**src/sv/sxps_pkg.sv**
```systemverilog
// ---------------------------------------------------------------------------
// sxps_pkg
// shared types and constants of the xor distance-field pixel shader
// ---------------------------------------------------------------------------
package sxps_pkg;

	localparam int unsigned FxSpan   = 2516582;
	localparam int unsigned FxHalf   = 1258291;
	localparam int unsigned FxOne    = 1048576;
	localparam int unsigned FxRadius = 1183191;
	localparam int unsigned SqrtSteps = 22;

	typedef enum logic [1:0] {
		REG_EDGE_COLOR    = 2'd0,
		REG_INSIDE_COLOR  = 2'd1,
		REG_OUTSIDE_COLOR = 2'd2,
		REG_LINE_WIDTH    = 2'd3
	} reg_idx_t;

	typedef enum logic [1:0] {
		REGION_EDGE    = 2'd0,
		REGION_INSIDE  = 2'd1,
		REGION_OUTSIDE = 2'd2,
		REGION_NONE    = 2'd3
	} region_t;

	typedef struct packed {
		logic [11:0] row;
		logic [11:0] col;
		logic [7:0]  bg_blue;
		logic [7:0]  bg_green;
		logic [7:0]  bg_red;
	} pixel_in_t;

	typedef struct packed {
		logic [7:0] out_blue;
		logic [7:0] out_green;
		logic [7:0] out_red;
		logic [1:0] region;
	} pixel_out_t;

	// classified request travelling from front to back
	typedef struct packed {
		logic        neg;
		logic [21:0] mag;
		logic [7:0]  bg_blue;
		logic [7:0]  bg_green;
		logic [7:0]  bg_red;
	} dist_req_t;

	// one restoring square-root step on a radicand, 2 bits per step
	typedef struct packed {
		logic [43:0] rem;
		logic [21:0] root;
	} sqrt_st_t;

	function automatic sqrt_st_t sqrt_step(sqrt_st_t s, logic [1:0] pair);
		sqrt_st_t   r;
		logic [45:0] trial;
		logic [45:0] cur;
		cur   = {s.rem, pair};
		trial = {22'd0, s.root, 2'b01};
		if (cur >= trial) begin
			r.rem  = 44'(cur - trial);
			r.root = {s.root[20:0], 1'b1};
		end else begin
			r.rem  = cur[43:0];
			r.root = {s.root[20:0], 1'b0};
		end
		return r;
	endfunction

endpackage

```
**src/sv/sxps_back.sv**
```systemverilog
// ---------------------------------------------------------------------------
// sxps_back
// classifies distance into region and blends the colour
// ---------------------------------------------------------------------------
module sxps_back (
	input  logic                 clk,
	input  logic                 arst_n,
	input  logic                 req_valid,
	input  sxps_pkg::dist_req_t  req,
	input  logic [31:0]          edge_color,
	input  logic [31:0]          inside_color,
	input  logic [31:0]          outside_color,
	input  logic [15:0]          line_width,
	output logic                 res_valid,
	output sxps_pkg::pixel_out_t res
);
	logic [31:0] col;
	sxps_pkg::region_t reg_c;
	always_comb begin
		priority if ({2'b0, req.mag} <= {5'd0, line_width, 3'd0}) begin
			reg_c = sxps_pkg::REGION_EDGE; col = edge_color;
		end else if (req.neg) begin
			reg_c = sxps_pkg::REGION_INSIDE; col = inside_color;
		end else begin
			reg_c = sxps_pkg::REGION_OUTSIDE; col = outside_color;
		end
	end

	// stage 1: weighted sums
	logic [16:0] sb_s1, sg_s1, sr_s1;
	logic [1:0]  reg_s1;
	logic        v_s1;
	logic [7:0]  a, na;
	assign a  = col[7:0];
	assign na = 8'd255 - a;
	always_ff @(posedge clk) begin
		sb_s1 <= 17'(req.bg_blue) * 17'(a) + 17'(col[15:8]) * 17'(na) + 17'd127;
		sg_s1 <= 17'(req.bg_green) * 17'(a) + 17'(col[23:16]) * 17'(na) + 17'd127;
		sr_s1 <= 17'(req.bg_red) * 17'(a) + 17'(col[31:24]) * 17'(na) + 17'd127;
		reg_s1 <= reg_c;
	end

	// stage 2: divide by 255 via x/255 = (x + (x>>8) + 1) >> 8 for x < 65536
	function automatic logic [7:0] div255(logic [16:0] x);
		logic [17:0] t;
		t = 18'(x) + 18'(x >> 8) + 18'd1;
		return t[15:8];
	endfunction

	always_ff @(posedge clk or negedge arst_n) begin
		if (!arst_n) begin
			v_s1 <= 1'b0; res_valid <= 1'b0;
		end else begin
			v_s1 <= req_valid; res_valid <= v_s1;
		end
	end
	always_ff @(posedge clk) begin
		res.out_blue  <= div255(sb_s1);
		res.out_green <= div255(sg_s1);
		res.out_red   <= div255(sr_s1);
		res.region    <= reg_s1;
	end

`ifndef SYNTHESIS
	a_region_ok: assert property (@(posedge clk) disable iff (!arst_n)
		res_valid |-> res.region != sxps_pkg::REGION_NONE) else $error("region");
	a_valid_lat: assert property (@(posedge clk) disable iff (!arst_n)
		req_valid |=> ##1 res_valid) else $error("latency");
	a_sum_rng: assert property (@(posedge clk) disable iff (!arst_n)
		v_s1 |-> sb_s1 < 17'd65153) else $error("sum range");
`endif

endmodule

```
**config.mk**
```make
export PLATFORM = sky130hd
export DESIGN_NAME = sxps_back
export DESIGN_NICKNAME = d
export VERILOG_FILES = /design/src/sv/sxps_pkg.sv /design/src/sv/sxps_back.sv
export SDC_FILE = /design/constraint.sdc
export NUM_CORES = 1
export LEC_CHECK = 0
export ABC_AREA = 0
export BUFFER_PORTS_ARGS = -buffer_cell sky130_fd_sc_hd__buf_2
export CORE_UTILIZATION = 40
export DETAILED_ROUTE_END_ITERATION = 10
export GPL_TIMING_DRIVEN = 1
export MAX_ROUTING_LAYER = met4
export PLACE_DENSITY_LB_ADDON = 0.1
export SYNTH_ARGS = -nofsm -noshare
export SYNTH_HDL_FRONTEND = slang
export SYNTH_SLANG_ARGS = --single-unit
```
**constraint.sdc**
```tcl
create_clock -name clk -period 2.6 [get_ports clk]
set_clock_uncertainty 0.1 [all_clocks]
set_input_delay 0.65 -clock clk [delete_from_list [all_inputs] [get_ports clk]]
set_output_delay 0.65 -clock clk [all_outputs]
set_load 0.03 [all_outputs]
```
After elaboration in Yosys (flattened, before gate mapping)

Index checks and enable logic that the tools add are counted.
Widths: inputs -> output; s select.

Register bits: 81
Bits of input ports: 162
Output and inout bits: 27
Logic and storage cells: 33

$add $sub $neg: 13
Multipliers: 6
Order comparisons: 1
Muxes and demuxes: 3

Operators by type and width:

| cell                  | number |
|---|---|
| $mul 8x8->16          | 6 |
| $mux 32               | 2 |
| $add 16x16->17        | 3 |
| $add 17x7->17 const B | 3 |
| $add 16x1->16 const B | 3 |
| $add 16x9->16         | 3 |
| $le 22x19->1          | 1 |
| $sub 8x8->8 const A   | 1 |
| $mux 2                | 1 |

Logic depth before layout (Yosys ltp)

Depth after elaboration: 6
Mapped depth: 31
Gate-level depth less buffers: 28

Worst setup path before layout

OpenSTA, ideal clock, no wires.

Path type: input to register
Start point: input port line_width[10]
End point: register sr_s1[16]
Library setup time: 0.072 ns
Data arrival time: 7.125 ns
Required time: 2.428 ns
Slack: -4.697 ns
Stages on the path: 27
Buffers on the path: 3
Path through: inv_1 -> ha_1 -> nand4_1 -> or4_1 -> nor4_2 -> a21oi_2 -> buf_6 -> buf_6 -> mux2i_1 -> buf_2 -> nand2_1 -> fa_1 -> inv_1 -> fa_1 -> fa_1 -> fa_1 -> fa_1 -> inv_1 -> fa_1 -> inv_1 -> ha_1 -> o21ai_0 -> o21ai_0 -> a311oi_1 -> o21ai_0 -> a21oi_1 -> xnor2_1

Cells in the longest elaborated chain, start to end: 6
Elaborated cells between the ends (all ways): 7
Classes of those cells: 3 x add/sub; 2 x mul; 1 x order compare; 1 x mux

Ends and longest elaborated chain:

| item                 | line            | source |
|---|---|---|
| from (decl)          | sxps_back.sv:13 | `input logic [15:0] line_width,` |
| $le 22x19->1 *       | sxps_back.sv:20 | `priority if ({2'b0, req.mag} <= {5'd0, line_width, 3'd0}) begin` |
| $mux 32 *            | sxps_back.sv:20 |  |
| $sub 8x8->8          | sxps_back.sv:35 | `assign na = 8'd255 - a;` |
| $mul 8x8->16         | sxps_back.sv:39 | `sr_s1 <= 17'(req.bg_red) * 17'(a) + 17'(col[31:24]) * 17'(na) + 17'd127;` |
| $add 16x16->17 *     | sxps_back.sv:39 |  |
| $add 17x7->17 *      | sxps_back.sv:39 |  |
| to (signal assigned) | sxps_back.sv:39 |  |
| to (decl)            | sxps_back.sv:30 | `logic [16:0] sb_s1, sg_s1, sr_s1;` |

Every way passes the cells marked *; elsewhere a longest branch is shown, timed or not.
A chain may end at the register's enable or synchronous reset.

Worst setup path in the final report

Start point: input port line_width[9]
End point: register sb_s1[16]

Cells in the longest elaborated chain, start to end: 6
Elaborated cells between the ends (all ways): 7
Classes of those cells: 3 x add/sub; 2 x mul; 1 x order compare; 1 x mux

Ends and longest elaborated chain:

| item                 | line            | source |
|---|---|---|
| $le 22x19->1 *       | sxps_back.sv:20 |  |
| $mux 32 *            | sxps_back.sv:20 |  |
| $sub 8x8->8          | sxps_back.sv:35 |  |
| $mul 8x8->16         | sxps_back.sv:37 | `sb_s1 <= 17'(req.bg_blue) * 17'(a) + 17'(col[15:8]) * 17'(na) + 17'd127;` |
| $add 16x16->17 *     | sxps_back.sv:37 |  |
| $add 17x7->17 *      | sxps_back.sv:37 |  |
| to (signal assigned) | sxps_back.sv:37 |  |
| to (decl)            | sxps_back.sv:30 |  |

Marked as above.

==> results.json <==
{
  "status": "finished, violations left",
  "violations": "negative setup slack",
  "crit_fanout": 6,
  "setup_viol": 50,
  "rows": 75,
  "synth-seq-cells": 81,
  "cp_data_arrival_time_ps": 7170,
  "drive_above_1_share_pct": 34.92,
  "slowest_stage": "fa_1",
  "synth_cell_types": 55,
  "areaGrowthSynthToFinish_pct": 36.22,
  "synth_edf_count": 0,
  "grt_max_degree": 17,
  "track_usage_pct": 24.15,
  "wl_mm": 48.06,
  "fp.dieH_um": 208.1,
  "post-dp-hpwl_mm": 40.15,
  "timing.hold.ws_ps": 228.0,
  "dr_total_vias": 13820,
  "synth_area_leaders": "fa_1 (37%), ha_1 (16%), dfxtp_1 (9.3%), inv_1 (9.1%), nand2_1 (4.6%)",
  "required_ps": 2800,
  "grt_pass1_wl_mm": 78.34,
  "cts_tree": "yes",
  "place_ws_ps": -4879,
  "timing.critical_path.buf_inv": 9,
  "wl_per_cell_um": 16.73,
  "dr.pass1.iters": 5,
  "drc": 0,
  "cts_made_buffers": 9,
  "cpPeakStageDelay_ps": 490,
  "fin_crit_sh_pct": 268.1,
  "yosys.area.top_type": "fa_1",
  "placed_area_sq_um": 21190,
  "final_cell_mix": "inv_1 (373), fa_1 (300), buf_4 (257)",
  "io_pins": 189,
  "cp-end-kind": "register",
  "rsz0062_at_grt": "yes",
  "antenna_found_initial": 2,
  "synth_top_area_share_pct": 36.75,
  "ys_seq_area_share_pct": 9.601,
  "finish.instance_area_sq_um": 23150,
  "final_nets": 3014,
  "core_area_sq_um": 41950,
  "clkSinkCount": 81,
  "hold_violations": 0,
  "maxCapViolCount": 0,
  "syn-num-nets": 2531,
  "synthCells": 1843,
  "crit_top_cell": "fa_1",
  "path_clk_slew_ps": 70,
  "reg2reg_from": "sg_s1[13]$_DFF_P_",
  "slew_headroom_pct": 61.87,
  "clockBufferDepth": 2,
  "final_common_cell": "inv_1",
  "setup_ws_ps": -4371,
  "critPathLaunchType": "primary input",
  "num-fill-cells": 3853,
  "syn_area_sq_um": 16990,
  "fmax_mhz": 143.5,
  "grt-ovfl-total": 0,
  "worst_pin_slew_ps": 557.6,
  "hold_class": "reg2reg",
  "yosysWarnings": 0,
  "drt_iter0_drc": 542,
  "hold_depth": 0,
  "critPathTopFamily": "adder cells",
  "clock_latency_ps": 380,
  "floorplan.initialDensity_pct": 40.51,
  "r2r_cells": 8,
  "portBuffers": 188,
  "ant_nets": 0,
  "die-width_um": 208.1,
  "path_class": "in2reg",
  "die_area_sq_um": 43310,
  "worstHoldEndpoint": "res[0]$_DFF_P_",
  "fin_util_pct": 55.19,
  "drt-vias-per-instance": 4.811,
  "avgSynthCellArea_sq_um": 9.221,
  "r2r_slack_ps": 260,
  "synthFlopType": "dfxtp_1",
  "timing.rr.end": "res[17]$_DFF_P_",
  "root_buffer": "clkbuf_16",
  "gp_congestion": 0.8791,
  "grt_pass1_vias": 14990,
  "synthArstFlopShare_pct": 2.469,
  "min-delay-start": "reg_s1[0]$_SDFF_PP0_",
  "cts_max_level": 3,
  "drv_slew": 0,
  "post-route-min-period_ps": 6971
}
==> worst max path at each step <==
stage / from / to / slack, ps / depth (start not counted)
finish: line_width[9] / sb_s1[16]$_DFF_P_ / -4370 / 29
global placement: line_width[9] / sb_s1[15]$_DFF_P_ / -4840 / 27
detailed placement: line_width[9] / sb_s1[16]$_DFF_P_ / -4880 / 27
floorplan: line_width[9] / sg_s1[13]$_DFF_P_ / -4280 / 26
global route: line_width[9] / sr_s1[16]$_DFF_P_ / -4630 / 30
CTS: line_width[9] / sb_s1[16]$_DFF_P_ / -4350 / 29
==> sequential cells by signal, indices dropped and copies added (netlist names) <==
register,flops
res,26
sb_s1,17
sg_s1,17
sr_s1,17
reg_s1,2
res_valid,1
v_s1,1
==> cells by family after synthesis <==
| kind of cell | Yosys count | synth area share, % |
|---|---|---|
| adders and majority gates | 526 | 52.51 |
| and+or+nand+nor | 496 | 13.40 |
| DFF | 81 | 9.601 |
| muxes | 89 | 5.861 |
| buffers and inverters | 455 | 10.37 |
| AOI/OAI and AO/OA | 136 | 5.169 |
| xor gates and xnor gates | 60 | 3.092 |
==> worst reg2reg max path: cells and delay by family, from the launching register on <==
kind | cells | cell delay, ps
and+or+nand+nor | 3 | 570
DFF | 1 | 360
adders and majority gates | 1 | 330
AOI/OAI and AO/OA | 3 | 750
xor gates and xnor gates | 1 | 130
==> routing by layer <==
metal,global-route usage [%],wire length [um],up-vias
li1,-,-,6631
met5,-,0,-
met1,31.27,21280,6791
met4,7.765,1464,0
met2,39.07,22970,336
met3,3.336,2344,59
==> final cells by class <==
cell class,instances,area [sq um],share of cell area (%)
sequential,81,1632,7.048
clock inverter,7,107.6,0.4648
tap,539,674.4,2.913
multi-input combinational,1310,15040,64.99
inverter,411,1563,6.751
antenna,2,5.005,0.02162
clock buffer,9,225.2,0.9729
timing repair buffer,513,3899,16.84
==> what timing repair did <==
action / 4_1_cts / 5_1_grt
endpoints found under the hold margin: 2 / 0
buffers inserted: 27 / 21
gates resized for setup: 143 / 111
pin swaps: 45 / 52
cloned: 5 / 1
hold buffers: 1 / 0
endpoints found under the setup margin: 51 / 51
==> cell usage after synthesis, drive strengths merged, types with 3 or more instances <==
library cell / count
mux2i: 30
nor2: 118
o211ai: 6
nand4: 8
o21a: 18
nand3: 13
nand2b: 14
buf: 21
o21bai: 5
inv: 411
or2: 3
ha: 214
nor3: 7
a21oi: 36
xor2: 17
mux2: 59
fa: 312
xnor2: 43
o21ai: 26
and3: 5
a21o: 16
dfxtp: 79
nor2b: 8
o22ai: 3
clkbuf: 23
a211oi: 9
nand2: 208
and2: 105
==> stage by stage <==
step                      TNS (ps)  instances
after floorplan            -171470       1843
after global placement     -199230       2803
after detailed placement   -201460       2803
after CTS                  -174260       2852
after global routing       -186250       2872
final                      -175700       2872
Power is left out: the tool's default activity adds up to more than one toggle a clock period on the data nets, which glitch-free logic cannot reach.
