===== src/sv/sxps_pkg.sv =====
// ---------------------------------------------------------------------------
// sxps_pkg
// shared types and constants of the xor distance-field pixel shader
// ---------------------------------------------------------------------------
package sxps_pkg;

	localparam int unsigned FxSpan   = 2516582;
	localparam int unsigned FxHalf   = 1258291;
	localparam int unsigned FxOne    = 1048576;
	localparam int unsigned FxRadius = 1183191;
	localparam int unsigned SqrtSteps = 22;

	typedef enum logic [1:0] {
		REG_EDGE_COLOR    = 2'd0,
		REG_INSIDE_COLOR  = 2'd1,
		REG_OUTSIDE_COLOR = 2'd2,
		REG_LINE_WIDTH    = 2'd3
	} reg_idx_t;

	typedef enum logic [1:0] {
		REGION_EDGE    = 2'd0,
		REGION_INSIDE  = 2'd1,
		REGION_OUTSIDE = 2'd2,
		REGION_NONE    = 2'd3
	} region_t;

	typedef struct packed {
		logic [11:0] row;
		logic [11:0] col;
		logic [7:0]  bg_blue;
		logic [7:0]  bg_green;
		logic [7:0]  bg_red;
	} pixel_in_t;

	typedef struct packed {
		logic [7:0] out_blue;
		logic [7:0] out_green;
		logic [7:0] out_red;
		logic [1:0] region;
	} pixel_out_t;

	// classified request travelling from front to back
	typedef struct packed {
		logic        neg;
		logic [21:0] mag;
		logic [7:0]  bg_blue;
		logic [7:0]  bg_green;
		logic [7:0]  bg_red;
	} dist_req_t;

	// one restoring square-root step on a radicand, 2 bits per step
	typedef struct packed {
		logic [43:0] rem;
		logic [21:0] root;
	} sqrt_st_t;

	function automatic sqrt_st_t sqrt_step(sqrt_st_t s, logic [1:0] pair);
		sqrt_st_t   r;
		logic [45:0] trial;
		logic [45:0] cur;
		cur   = {s.rem, pair};
		trial = {22'd0, s.root, 2'b01};
		if (cur >= trial) begin
			r.rem  = 44'(cur - trial);
			r.root = {s.root[20:0], 1'b1};
		end else begin
			r.rem  = cur[43:0];
			r.root = {s.root[20:0], 1'b0};
		end
		return r;
	endfunction

endpackage


===== src/sv/sxps_queue.sv =====
// ---------------------------------------------------------------------------
// sxps_queue
// short request queue between distance front and colour back end
// ---------------------------------------------------------------------------
module sxps_queue (
	input  logic                clk,
	input  logic                arst_n,
	input  logic                push,
	input  sxps_pkg::dist_req_t din,
	input  logic                pop,
	output logic                not_empty,
	output logic                almost_full,
	output sxps_pkg::dist_req_t dout
);
	sxps_pkg::dist_req_t mem_q [4];
	logic [1:0] wp_q, rp_q;
	logic [2:0] cnt_q;

	assign not_empty   = cnt_q != 3'd0;
	assign almost_full = cnt_q >= 3'd3;
	assign dout        = mem_q[rp_q];

	always_ff @(posedge clk) begin
		if (push) mem_q[wp_q] <= din;
	end

	always_ff @(posedge clk or negedge arst_n) begin
		if (!arst_n) begin
			wp_q <= '0; rp_q <= '0; cnt_q <= '0;
		end else begin
			if (push) wp_q <= wp_q + 2'd1;
			if (pop) rp_q <= rp_q + 2'd1;
			cnt_q <= cnt_q + 3'(push) - 3'(pop);
		end
	end

`ifndef SYNTHESIS
	a_no_overflow: assert property (@(posedge clk) disable iff (!arst_n)
		!(push && !pop && cnt_q == 3'd4)) else $error("queue overflow");
	a_no_underflow: assert property (@(posedge clk) disable iff (!arst_n)
		!(pop && cnt_q == 3'd0)) else $error("queue underflow");
	a_count_step: assert property (@(posedge clk) disable iff (!arst_n)
		(push && !pop) |=> cnt_q == $past(cnt_q) + 3'd1) else $error("count");
`endif

endmodule


===== config.mk =====
export PLATFORM = sky130hd
export DESIGN_NAME = sxps_queue
export DESIGN_NICKNAME = d
export VERILOG_FILES = /design/src/sv/sxps_pkg.sv /design/src/sv/sxps_queue.sv
export SDC_FILE = /design/constraint.sdc
export NUM_CORES = 1
export LEC_CHECK = 0
export BUFFER_PORTS_ARGS = -buffer_cell sky130_fd_sc_hd__buf_2
export CORE_MARGIN = 4
export CORE_UTILIZATION = 57
export CTS_CLUSTER_DIAMETER = 30
export DETAILED_ROUTE_END_ITERATION = 6
export HOLD_SLACK_MARGIN = 0.05
export PLACE_DENSITY = 0.81
export SYNTH_ARGS = -nofsm -noshare
export SYNTH_HDL_FRONTEND = slang
export SYNTH_SLANG_ARGS = --single-unit

===== constraint.sdc =====
create_clock -name clk -period 2.76 [get_ports clk]
set_input_delay 0.138 -clock clk [delete_from_list [all_inputs] [get_ports clk]]
set_output_delay 0.138 -clock clk [all_outputs]
set_load 0.05 [all_outputs]

# --- Yosys cells after proc, flatten, opt, wreduce, memory -nomap -nowiden ---
# Memory sizes are Yosys's and may differ from the RTL's.
# Index checks and enable logic that the tools add are counted.
totals:
  reg_bits: 7
  ramBits: 188
  output_inout_bits: 49
  elab_cells: 12
  n_memories: 1
memory_table:
  columns: ["name", "depth", "word_bits", "read_ports", "rd_clocked_by_memory_dff", "write_ports", "line_no", "text"]
  rows:
  - ["mem_q", 4, 47, 1, 0, 1, "sxps_queue.sv:15", "sxps_pkg::dist_req_t mem_q [4];"]
classes:
  addsub: 4
  magnitude_cmp: 1
  muxes: 2
  n_reduce_logical: 1
op_table:
  columns: ["cell", "count"]
  rows:
  - ["$add 2x1->2 const B", 2]
  - ["$add 3x1->3", 1]
  - ["$ge 3x2->1 const B", 1]
  - ["$reduce_bool 3->1", 1]
  - ["$sub 3x1->3", 1]
  - ["$mux 1", 2]

# --- Depth between registers and ports, before layout ---
# Gate-level depths: netlist (run 1).
depth:
  word_depth: 2
  depth_mapped: 6

# --- Least setup slack after synthesis (run 1) ---
# No wires, ideal clock.
synth_timing:
  kind: "register to register"
  start: "reg wp_q[0]"
  end: "mem mem_q[2][0] in the netlist's numbering, enable pin"
  arrival_time_ns: 1.746
  t_required_ns: 2.351
  setup_slack_ns: 0.605
  path_stages_with_launch: 4
  path_buffers: 0
  synth_period_minus_slack_ns: 2.155
  path_cell_list: "dfrtp_1 inv_1 ha_1 and2_1"
synth_rtl:
  columns: ["element", "line_no", "text"]
  rows:
  - ["from (decl)", "sxps_queue.sv:16", "logic [1:0] wp_q, rp_q;"]
  - ["from (signal assigned)", "sxps_queue.sv:31", "if (push) wp_q <= wp_q + 2'd1;"]
  - ["to (decl)", "sxps_queue.sv:15", null]
# Straight into the memory's write port.

==> results of run 1 <==
-- logic make-up (layout without fill, tap and decap cells) --
| family | Yosys count | in the layout | synth area share |
|---|---|---|---|
| AOI/OAI and AO/OA | 2 | 2 | 0.00139 |
| DFF | 195 | 195 | 0.808 |
| adders and majority gates | 8 | 8 | 0.0149 |
| xor gates and xnor gates | 4 | 4 | 0.00486 |
| and+or+nand+nor | 8 | 8 | 0.00573 |
| buffers and inverters | 18 | 199 | 0.0170 |
| muxes | 47 | 47 | 0.148 |
-- through the flow --
stage / total power (W) / cell area (sq um) / std cells / setup WS (ns) / utilization
after global placement: 0.00815 / 7960 / 550 / 0.807 / 0.652
after global routing: 0.0110 / 9030 / 631 / 0.258 / 0.739
after CTS: 0.0106 / 9030 / 631 / 0.326 / 0.739
after floorplan: 0.00732 / 7200 / 282 / 0.605 / -
final: 0.0105 / 9030 / 631 / 0.382 / 0.739
after detailed placement: 0.00824 / 7960 / 550 / 0.765 / 0.652
-- critical path: stages, from the launching register on --
cell     delay [ns]
dfrtp_4        0.68
buf_4          0.33
mux4_2         0.55
buf_2          0.23
-- registers in the layout (all words and copies together) (netlist names) --
signal,flops
cnt_q,3
mem_q,188
wp_q,2
rp_q,2
-- power by group --
part           leakage (nW)  internal (W)  switching (W)
sequential             1.81       0.00388       0.000291
combinational          1.11       0.00129        0.00272
clock                 0.266       0.00132        0.00102
-- Yosys cell counts --
library cell	n	area, sq um
edfxtp_1	188	5650
mux4_2	45	1010
dfrtp_1	7	175
ha_1	7	87.6
inv_1	7	26.3
and2_1	4	25.0
buf_2	3	15.0
buf_4	3	22.5
nand2_1	3	11.3
xor2_1	3	26.3
buf_12	2	40.0
clkbuf_1	2	7.51
mux4_1	2	52.6
o21ai_0	2	10.0
buf_6	1	11.3
fa_1	1	20.0
nand3_1	1	5.00
xnor2_1	1	8.76
-- final cells by class --
class | instances | area share
tap | 168 | 0.0233
clock inverter | 14 | 0.0154
inverter | 7 | 0.00291
sequential | 195 | 0.645
timing repair buffer | 161 | 0.126
multi-input combinational | 69 | 0.140
clock buffer | 17 | 0.0471
-- worst max path at each step --
stage	cells past startpoint	slack, ns	end
2_1_floorplan	3	0.61	mem_q[2][0]
3_3_place_gp	3	0.81	dout[11]
3_5_place_dp	4	0.77	mem_q[2][28]
4_1_cts	3	0.33	dout[11]
5_1_grt	3	0.26	dout[10]
6_report	3	0.38	dout[11]
-- per-layer routing --
metal	track usage	up-vias
li1	-	1533
met1	0.246	1784
met2	0.334	129
met3	0.0486	15
met4	0.103	0
met5	0	-
==> results.ini, run 1 <==
[sta]
finalSetupTns_ns=0
worst_slew_pin_slew_ns=0.746
slew-limit-headroom=0.503
holdWs_ns=0.0597
finalClockSkew_ns=0.00886
hold_viol=0
finalSetupViolCount=0
report.final.slew_viol_count=0
minimum_clock_period_after_layout_ns=2.38
fin_crit_sh=0.862
unrepaired_setup_endpoints_after_global_routing=no
achievable-frequency_ghz=0.420

[global_route]
number_of_antenna_violations_at_the_first_check_in_global_routing=0
groute.usage.overall=0.200
grt_first_pass_wirelength_um=20800
grt_overflow_total=0
grt_max_degree=33
first_global_vias=3838

[detailed_routing]
drt_wl_total_um=13200
highest_layer=met4
post_drt_via_cell_ratio=5.48
met2_length_um=7150
drt_first_pass_iters=5
wire_per_inst_um=21.0
routedLengthMet1_um=5050
drt_first_iter_violations=253
routed-wl-met3_um=777
remaining_drc_errors=0
ant_nets_after_route=0
via_count=3461

[setup_path]
r2r_path_end=mem_q[2][27]
crit_start=rp_q[0]
critical_path.startpoint_type=flip-flop
setup.worst_path.class=flip-flop to output pin
worst-r2r-cell-count=4
timing.critical_path.arrival_ns=2.24
timing.critical_path.required_ns=2.62
crit_path_max_fanout=19
rrSetupSlack_ns=0.80
worstReg2RegStart=wp_q[0]
end_kind=output pin

[power]
power-per-cell-area_nw_per_um2=1170
vdd_drop_max_mv=0.768
p_leak_nw=3.19

[final_layout]
most_common_cell_after_layout_fill_and_taps_aside=edfxtp_1
finalNetCount=510
layout.cells.most_common_list=188 x edfxtp_1, 99 x buf_2, 50 x dlygate4sd3_1
post_route_cells_drive_above_1_share=0.413
area_growth_pct=25.3
antenna-diode-count=0
fill_cells=723
register_area_sq_um=5830
multi_input_area_sq_um=1260

[synth]
synth_fp_nets=341
netlist-cell-type-count=18
yosys_warnings=0
synth_area_per_cell_sq_um=25.5
syn-cell-area_sq_um=7200
post_synthesis_register_bit_count=195
ys_seq_area_frac=0.808
postSynthCellCount=282

[placement]
place.port_buffers=99
gp_congestion=0.737
dp_hpwl_um=7890

[floorplanning]
coreArea_sq_um=12200
i_o_pin_total=100
fp.dieArea_sq_um=14500
placement_rows=40
starting_density_of_the_core=0.590
fp.dieH_um=120
die_w_um=120

[clocking]
tritoncts=done
cts_buffers=17
cts-resized-gates=0
clockRootBuffer=clkbuf_16
cts.repair_timing.setup_buffer_count=0
cts_hold_fix_bufs=50
cts.clk_slew.worst_paths_ns=0.07
clkLatencyLatePin_ns=0.43
cts_htree_levels=4
clock_sink_count=195
max_root_sink_buffers=2

[job]
number_of_maximum_capacitance_violations=0

[status]
status=finished clean

[min_path]
hold_path_class=input pin to asynchronous set/reset pin

Power figures use the tool's default switching activity.
==> run 2, diff against run 1 <==
Settings changed: CORE_MARGIN 4 to 5.
==> results.ini, run 2 (same netlist as run 1, synthesis figures left out) <==
[status]
status=finished clean

[setup_path]
worstReg2RegStart=wp_q[0]
timing.critical_path.required_ns=2.62  ; about the same
end_kind=output pin
crit_start=rp_q[0]
r2r_path_end=mem_q[2][12]
critical_path.startpoint_type=flip-flop
rrSetupSlack_ns=0.85  ; +0.05 ns
cp-endpoint=dout[43]
setup.worst_path.class=flip-flop to output pin
worst-r2r-cell-count=4  ; unchanged
timing.critical_path.arrival_ns=2.15  ; -0.09 ns
crit_path_max_fanout=13  ; -6

[final_layout]
multi_input_area_sq_um=1260  ; unchanged
register_area_sq_um=5830  ; unchanged
reg_top3=mem_q (188), cnt_q (3)
finalNetCount=508  ; -0.39%
regMostFlops=mem_q
layout.cells.most_common_list=188 x edfxtp_1, 99 x buf_2, 50 x dlygate4sd3_1
area_growth_pct=25.5
post_route_cells_drive_above_1_share=0.411  ; -0.00127
largest_register_ff_count=188  ; unchanged
most_common_cell_after_layout_fill_and_taps_aside=edfxtp_1
fill_cells=726  ; +0.41%

[global_route]
number_of_antenna_violations_at_the_first_check_in_global_routing=1  ; +1
grt_max_degree=36  ; +9.1%
groute.usage.overall=0.188  ; -0.0123
grt_first_pass_wirelength_um=20000  ; -3.8%
grt_overflow_total=0  ; unchanged
first_global_vias=3585  ; -6.6%

[sta]
achievable-frequency_ghz=0.437  ; +4.0%
finalSetupTns_ns=0  ; unchanged
finalSetupViolCount=0  ; unchanged
unrepaired_setup_endpoints_after_global_routing=no
finalClockSkew_ns=0.00578  ; -0.00308 ns
holdWs_ns=0.0785  ; +0.0188 ns
slew-limit-headroom=0.565  ; +0.0623
hold_viol=0  ; unchanged
worst_slew_pin_slew_ns=0.652  ; -0.0934 ns
report.final.slew_viol_count=0  ; unchanged
minimum_clock_period_after_layout_ns=2.29  ; -0.0909 ns
fin_crit_sh=0.829  ; -0.0329

[floorplanning]
die_w_um=122  ; +1.7%
fp.dieArea_sq_um=15000  ; +3.3%
i_o_pin_total=100  ; unchanged
starting_density_of_the_core=0.575  ; -0.0144
placement_rows=41  ; +2.5%
fp.dieH_um=122  ; +1.7%
coreArea_sq_um=12500  ; +2.5%

[clocking]
max_root_sink_buffers=2  ; unchanged
cts_buffers=17  ; unchanged
tritoncts=done
clock_sink_count=195  ; unchanged
cts.clk_slew.worst_paths_ns=0.07  ; about the same
clockRootBuffer=clkbuf_16
cts_htree_levels=4  ; unchanged
clkLatencyLatePin_ns=0.42  ; about the same

[detailed_routing]
wire_per_inst_um=20.4  ; -2.6%
drt_wl_total_um=13000  ; -2.0%
via_count=3372  ; -2.6%
drt_first_iter_violations=213  ; -16%
post_drt_via_cell_ratio=5.31  ; -3.2%
remaining_drc_errors=0  ; unchanged
drt_first_pass_iters=4  ; -1
ant_nets_after_route=0  ; unchanged

[placement]
place.port_buffers=99  ; unchanged
dp_hpwl_um=7890  ; about the same
gp_congestion=0.736  ; -0.18%

[power]
vdd_drop_max_mv=1.03  ; +34%
p_leak_nw=3.18  ; -0.14%
power-per-cell-area_nw_per_um2=1170  ; +0.51%
report.power.total_w=0.0106  ; +0.65%

[min_path]
hold_path_class=input pin to asynchronous set/reset pin

[job]
number_of_maximum_capacitance_violations=0  ; unchanged

## run 2: worst min-delay path by stage
stage | from | end | slack, ns
floorplan | arst_n | cnt_q[0] | -0.16
global placement | arst_n | cnt_q[0] | -0.02
detailed placement | arst_n | cnt_q[0] | -0.02
CTS | arst_n | rp_q[0] | 0.06
global route | arst_n | rp_q[0] | 0.08
finish | arst_n | rp_q[0] | 0.08
## run 2: critical path, stage by stage, from the launching register on
cell     delay [ns]
dfrtp_4        0.58
buf_4          0.30
mux4_2         0.59
buf_2          0.24
## run 2: final cells by class
type | count | share of cell area
flip-flops and latches | 195 | 0.644
well taps | 172 | 0.0238
clock inverters | 14 | 0.0172
multi-input cells | 69 | 0.140
diodes | 1 | 0.000277
clock buffers | 18 | 0.0475
repair buffers | 159 | 0.124
inverters | 7 | 0.00291
## run 2: timing repair
action / in CTS / in global routing
endpoints found under the setup margin: 0 / 0
hold endpoints to repair: 199 / 0
hold buffers: 50 / 0
resized for setup: 0 / 0
buffers inserted: 0 / 0
## run 2: metal layers
layer / vias up / part of all wire / GRT usage
li1: 1524 / - / -
met1: 1723 / 0.42 / 0.248
met2: 112 / 0.51 / 0.306
met3: 13 / 0.056 / 0.0535
met4: 0 / 0.012 / 0.0630
met5: - / 0 / 0
## run 2: through the flow
step / util / worst slack (ns) / instances / area, sq um
4_1_cts: 0.722 / 0.417 / 634 / 9040
5_1_grt: 0.722 / 0.359 / 635 / 9040
6_report: 0.722 / 0.473 / 635 / 9040
3_3_place_gp: 0.635 / 0.901 / 552 / 7950
2_1_floorplan: - / 0.605 / 282 / 7200
3_5_place_dp: 0.635 / 0.857 / 552 / 7950
## run 2: power breakdown
part	internal, W	switching (W)	total (W)
Clock	0.00135	0.00105	0.00240
Sequential	0.00388	0.000235	0.00412
Combinational	0.00129	0.00278	0.00407
